[src/hdl/cbpg_pkg.sv]
// Shared types and constants for the cubic Bezier point generator.
// No dependencies; every other file of the block refers to this package.
`default_nettype none

package cbpg_pkg;

    // Coordinate format: signed Q16.16 in 32 bits
    localparam int COORD_W = 32;
    // Curve parameter t: unsigned with 16 fraction bits plus one integer bit for t = 1.0
    localparam int T_FRAC  = 16;
    localparam int T_W     = T_FRAC + 1;
    localparam int T_ONE   = 65536;
    // (b - a) * t fits in 50 signed bits, with room for the rounding constant
    localparam int PROD_W  = 50;
    // Point index and step count width
    localparam int IDX_W   = 6;
    localparam int TAB_DEPTH = 2 ** IDX_W;
    // Lerp stages: three levels of two register stages each
    localparam int PIPE_DEPTH = 6;

    localparam logic [IDX_W-1:0] STEP_RESET = 6'd25;

    typedef logic signed [COORD_W-1:0] t_coord;
    typedef logic [T_W-1:0]            t_tval;
    typedef logic [IDX_W-1:0]          t_idx;

    // The four points of one axis, ordered along the control polygon
    typedef struct packed {
        t_coord p0;
        t_coord c0;
        t_coord c1;
        t_coord p1;
    } t_axis_pts;

    // One evaluation issued by the sequencer and carried beside the lanes
    typedef struct packed {
        logic  valid;
        logic  last;
        t_idx  idx;
        t_tval t;
    } t_issue;

endpackage

`default_nettype wire

[src/hdl/cbpg_tgen.sv]
// Point sequencer: issues one t = round(k / S) per cycle while i_adv is high, exact,
// from a quotient/remainder accumulator. Depends on cbpg_pkg.
`default_nettype none

module cbpg_tgen #(
    parameter int MAX_POINTS = 64
) (
    input  wire                 i_clk,
    input  wire                 i_rst_n,
    input  cbpg_pkg::t_idx      i_step,
    input  wire                 i_start,
    input  wire                 i_adv,
    output cbpg_pkg::t_issue    o_issue
);

    localparam cbpg_pkg::t_idx S_MAX = cbpg_pkg::IDX_W'(MAX_POINTS - 1);

    // Constant tables: whole quotient and remainder of 1.0 / S
    cbpg_pkg::t_tval w_q_tab [cbpg_pkg::TAB_DEPTH];
    cbpg_pkg::t_idx  w_r_tab [cbpg_pkg::TAB_DEPTH];

    for (genvar gi = 0; gi < cbpg_pkg::TAB_DEPTH; gi++) begin : g_tab
        localparam int Div = (gi == 0) ? 1 : gi;
        localparam cbpg_pkg::t_tval QV = cbpg_pkg::T_W'(cbpg_pkg::T_ONE / Div);
        localparam cbpg_pkg::t_idx  RV = cbpg_pkg::IDX_W'(cbpg_pkg::T_ONE % Div);
        assign w_q_tab[gi] = QV;
        assign w_r_tab[gi] = RV;
    end

    logic            r_active, n_active;
    cbpg_pkg::t_idx  r_k, n_k;
    cbpg_pkg::t_idx  r_s, n_s;
    cbpg_pkg::t_tval r_q, n_q;
    cbpg_pkg::t_idx  r_r, n_r;
    cbpg_pkg::t_tval r_qinc, n_qinc;
    cbpg_pkg::t_idx  r_rinc, n_rinc;
    cbpg_pkg::t_idx  w_eff_s;
    logic [cbpg_pkg::IDX_W:0] w_rsum;
    logic            w_last;

    // Clamp the step count to 1 .. MAX_POINTS-1
    always_comb begin
        if (i_step == '0) begin
            w_eff_s = cbpg_pkg::IDX_W'(1);
        end else if (i_step > S_MAX) begin
            w_eff_s = S_MAX;
        end else begin
            w_eff_s = i_step;
        end
    end

    assign w_last = (r_k == r_s);
    assign w_rsum = {1'b0, r_r} + {1'b0, r_rinc};

    // Load a new curve, advance k and t by one step, or go idle after the last point
    always_comb begin
        n_active = r_active;
        n_k      = r_k;
        n_s      = r_s;
        n_q      = r_q;
        n_r      = r_r;
        n_qinc   = r_qinc;
        n_rinc   = r_rinc;
        if (i_start) begin
            n_active = 1'b1;
            n_k      = '0;
            n_s      = w_eff_s;
            n_q      = '0;
            n_r      = w_eff_s >> 1;
            n_qinc   = w_q_tab[w_eff_s];
            n_rinc   = w_r_tab[w_eff_s];
        end else if (i_adv && r_active) begin
            if (w_last) begin
                n_active = 1'b0;
            end else begin
                n_k = r_k + 1'b1;
                if (w_rsum >= {1'b0, r_s}) begin
                    n_r = cbpg_pkg::IDX_W'(w_rsum - {1'b0, r_s});
                    n_q = r_q + r_qinc + 1'b1;
                end else begin
                    n_r = w_rsum[cbpg_pkg::IDX_W-1:0];
                    n_q = r_q + r_qinc;
                end
            end
        end
    end

    always_ff @(posedge i_clk) begin
        if (!i_rst_n) begin
            r_active <= 1'b0;
            r_k      <= '0;
            r_s      <= '0;
            r_q      <= '0;
            r_r      <= '0;
            r_qinc   <= '0;
            r_rinc   <= '0;
        end else begin
            r_active <= n_active;
            r_k      <= n_k;
            r_s      <= n_s;
            r_q      <= n_q;
            r_r      <= n_r;
            r_qinc   <= n_qinc;
            r_rinc   <= n_rinc;
        end
    end

    // At k = S the accumulator holds exactly 1.0, so the lanes return the end point
    assign o_issue.valid = r_active;
    assign o_issue.last  = w_last;
    assign o_issue.idx   = r_k;
    assign o_issue.t     = r_q;

endmodule

`default_nettype wire

[config.mk]
export PLATFORM = sky130hd
export DESIGN_NAME = cbpg_tgen
export DESIGN_NICKNAME = d
export VERILOG_FILES = /design/src/hdl/cbpg_pkg.sv /design/src/hdl/cbpg_tgen.sv
export SDC_FILE = /design/constraint.sdc
export NUM_CORES = 1
export LEC_CHECK = 0
export CELL_PAD_IN_SITES_DETAIL_PLACEMENT = 1
export CELL_PAD_IN_SITES_GLOBAL_PLACEMENT = 2
export CORE_MARGIN = 3
export CORE_UTILIZATION = 38
export DETAILED_ROUTE_END_ITERATION = 8
export DONT_BUFFER_PORTS = 1
export GPL_TIMING_DRIVEN = 0
export PLACE_DENSITY = 0.85
export SETUP_SLACK_MARGIN = 0.5
export SLEW_MARGIN = 5
export SYNTH_ARGS = -nofsm -noshare
export SYNTH_HDL_FRONTEND = slang
export SYNTH_SLANG_ARGS = --single-unit
[constraint.sdc]
create_clock -name i_clk -period 3.4 [get_ports i_clk]
set_input_delay 0.34 -clock i_clk [delete_from_list [all_inputs] [get_ports i_clk]]
set_output_delay 0.34 -clock i_clk [all_outputs]
set_load 0.005 [all_outputs]
==> flow_summary_export.csv <==
group,metric,value,unit
worst_setup_path,crit_required,3.59,ns
worst_setup_path,cpLargestDelayFamily,"compound AO/OA/AOI/OAI gates",
sta,setup_viol,0,
sta,fmax,308.7,MHz
cts,cts-buffers-inserted,9,
sta,tightest_slew,0.7601,ns
job,maxCapViolCount,0,
synthesis,yosysSeqAreaShare,21.26,%
sta,finClkSkew,0.01052,ns
detailed_routing,wire_per_inst,24.94,um
worst_setup_path,worst_path_most_repeated_cell,"a21oi_1",
floorplan,rows,43,
cts,cts_tree,"yes",
min_path,min-delay-path-class,"input pin to flip-flop",
sta,setup_ws,0.1608,ns
synthesis,synthFlopType,"dfxtp_1",
synthesis,synth-adder-area-share,10.76,%
sta,slew_viol_final,0,
cts,path_clk_slew,0.06,ns
detailed_routing,drcViolationCount,0,
layout,drive_gt1_share,18.23,%
synthesis,synthSimpleGateAreaFrac,21.12,%
layout,final_nets,842,
detailed_routing,viasPerCell,6.392,
sta,hold_viol,0,
cts,htreeDepth,3,
sta,finalCriticalPeriod,3.239,ns
cts,clk_path_buf_depth,2,
floorplan,die-area,0.01611,mm^2
floorplan,ios,35,
synthesis,synth_area_leaders,"dfxtp_1 21%, ha_1 9.7%, a21oi_1 5.5%, o21ai_0 5.3%, nand2_1 4.5%",
synthesis,synth_top_family_by_area,"compound AO/OA/AOI/OAI gates",
worst_setup_path,cp_max_fo,7,
global_routing,grt_pass1_wl,37390,um
floorplan,floorplan.initialDensity,39.42,%
placed_design,port_buffers,0,
synthesis,synth_edf_count,0,
synthesis,synth_area,0.005557,mm^2
placed_design,gp_congestion,1.018,
synthesis,synth_xor_area_share,5.832,%
layout,areaGrowthSynthToFinish,23.69,%
synthesis,synthTopCellsByCount,"67 x nand2_1, 61 x a21oi_1, 59 x dfxtp_1, 59 x nor2_1, 59 x o21ai_0",
detailed_routing,routed-via-count,6200,
power_and_ir_drop,total_power,2.742,mW
global_routing,grt_use_total,29.33,%
worst_setup_path,path_buf_inv,1,
sta,post-route-period-util,95.27,%
sta,rsz0062_at_grt,"true",
floorplan,die_h,126.9,um
synthesis,ys_types,70,
power_and_ir_drop,irDropWorstVdd,0.2882,mV
floorplan,core_area,0.01410,mm^2
worst_setup_path,path_class,"flip-flop to flip-flop",
global_routing,grt_max_degree,13,
synthesis,yosysTopAreaCellShare,21.26,%
worst_setup_path,cp-start-kind,"flip-flop",
synthesis,avgSynthCellArea,7.539,um^2
worst_setup_path,crit_slowest_cell,"ha_1",
detailed_routing,drtAntennaViolNets,0,
synthesis,synth_most_common_cell,"nand2_1",
worst_setup_path,worstPathCellList,"ha_4 -> a21o_1 -> a21oi_2 -> o21bai_1 -> a21oi_1 -> xnor2_1 -> ha_1 -> o21ai_1 -> a31oi_4 -> nor3_4 -> buf_12 -> or3_4 -> mux2i_1 -> xor2_1 -> a21oi_1",
global_routing,antenna_found_initial,0,
synthesis,synth_compound_area_share,30.49,%
detailed_routing,drt_pre_antenna_iters,5,
sta,max_slew_margin,48.69,%
detailed_routing,wl,24190,um
global_routing,gr-total-overflow,0,
synthesis,yosysWarningCount,0,
synthesis,ys_async_sr_fraction,0,%
cts,clock_latency,0.34,ns
floorplan,die_w,126.9,um
synthesis,netlist_instances,737,
synthesis,muxShareOfSynthArea,4.594,%
synthesis,ys_seq_elements,59,
cts,cts_sinks,59,
worst_setup_path,slowest_delay,0.34,ns
worst_setup_path,worst_ep_arrival_time,3.43,ns
power_and_ir_drop,p_per_area,398.9,mW/mm^2
placed_design,pre_cts_ws,-0.6688,ns
layout,antennaDiodeCount,0,
outcome,outcome,"finished, final reports clean",
cts,cts_root_buf,"clkbuf_16",
power_and_ir_drop,power.leakage,2.738,nW
detailed_routing,drtIter0Drc,566,
synthesis,synthesis.nets,793,
placed_design,hpwlAfterDp,16770,um
synthesis,netlist.top_cell.by_area,"dfxtp_1",
worst_setup_path,critPathCaptureType,"flip-flop",
global_routing,grt_pass1_vias,6447,
sta,fin_hold_ws,0.1499,ns
==> area by class of cell <==
cell class / instances / area, um^2
Multi-Input combinational cell: 593 / 4448
Sequential cell: 59 / 1191
Inverter: 25 / 97.59
Clock buffer: 11 / 252.7
Clock inverter: 4 / 50.05
Buffer: 60 / 261.5
Fill cell: 1707 / 7223
Timing Repair Buffer: 38 / 346.6
Tap cell: 180 / 225.2
==> worst register-to-register path: stages, from the launching register on <==
cell      delay [ns]
dfxtp_2         0.33
ha_4            0.23
a21o_1          0.19
a21oi_2         0.17
o21bai_1        0.08
a21oi_1         0.19
xnor2_1         0.11
ha_1            0.34
o21ai_1         0.13
a31oi_4         0.32
nor3_4          0.09
buf_12          0.16
or3_4           0.33
mux2i_1         0.18
xor2_1          0.17
a21oi_1         0.10
==> what timing repair did <==
| item | 4_1_cts | 5_1_grt |
|---|---|---|
| cloned | 1 | 0 |
| hold buffers | 0 | 0 |
| setup endpoints to repair | 44 | 35 |
| pin swaps | 47 | 25 |
| buffers inserted | 24 | 13 |
| resized for setup | 54 | 30 |
==> per-layer routing <==
| metal | vias to the layer above | part of all wire [%] | GRT usage [%] | wire [um] |
|---|---|---|---|---|
| li1 | 2801 | - | - | - |
| met1 | 3098 | 42 | 37.38 | 10210 |
| met2 | 240 | 49 | 49.35 | 11910 |
| met3 | 61 | 5.2 | 4.716 | 1247 |
| met4 | 0 | 3.4 | 11.86 | 822 |
| met5 | - | 0 | 0 | 0 |
==> kinds of logic after synthesis <==
| group | after synthesis |
|---|---|
| XOR/XNOR | 37 |
| AND/OR/NAND/NOR | 235 |
| adder cells (fa/ha/maj) | 46 |
| AO/OA/AOI/OAI | 251 |
| flip-flops | 59 |
| multiplexers | 24 |
| buffers and inverters | 85 |
==> stage by stage <==
stage | std cells | utilization (%) | instance area, um^2 | setup TNS [ns]
final | 970 | 48.76 | 6873 | 0
after floorplan | 737 | - | 5632 | 0
after CTS | 957 | 47.34 | 6673 | 0
after detailed placement | 917 | 41.55 | 5857 | -6.253
after global placement | 917 | 41.55 | 5857 | -6.436
after global routing | 970 | 48.76 | 6873 | -0.1746
==> report_power, final <==
| group | total (mW) | internal (mW) | switching [mW] |
|---|---|---|---|
| sequential | 0.757 | 0.724 | 0.0330 |
| combinational | 1.04 | 0.456 | 0.587 |
| clock | 0.942 | 0.601 | 0.340 |
| total | 2.74 | 1.78 | 0.961 |
==> final timing paths <==
path	startpoint	endpoint	slack, ns	cells after the start
max	r_r[1]	r_q[8]	0.16	15
min	i_rst_n	r_qinc[2]	0.15	2
max reg2reg	r_r[1]	r_q[8]	0.16	15
min reg2reg	r_qinc[14]	r_qinc[14]	0.49	1
==> cell usage in the layout (no fill, tap or decap), types with 10 or more instances in the layout <==
master,instances
o21ai_0,54
buf_1,10
ha_1,35
nor2_1,52
nand3_1,17
nand4_1,14
xor2_1,17
a31oi_1,10
dfxtp_1,53
clkbuf_1,37
nand2_1,65
a21o_1,11
o211ai_1,19
a211oi_1,13
mux2i_1,20
inv_1,22
buf_4,34
nor2b_1,12
xnor2_1,15
nand2b_1,13
a21oi_1,55
==> flip-flops by register name (all words and copies together), names as in the netlist <==
signal	cells
r_r	6
r_active	1
r_rinc	6
r_qinc	17
r_s	6
r_q	17
r_k	6
Power figures use the tool's default switching activity.
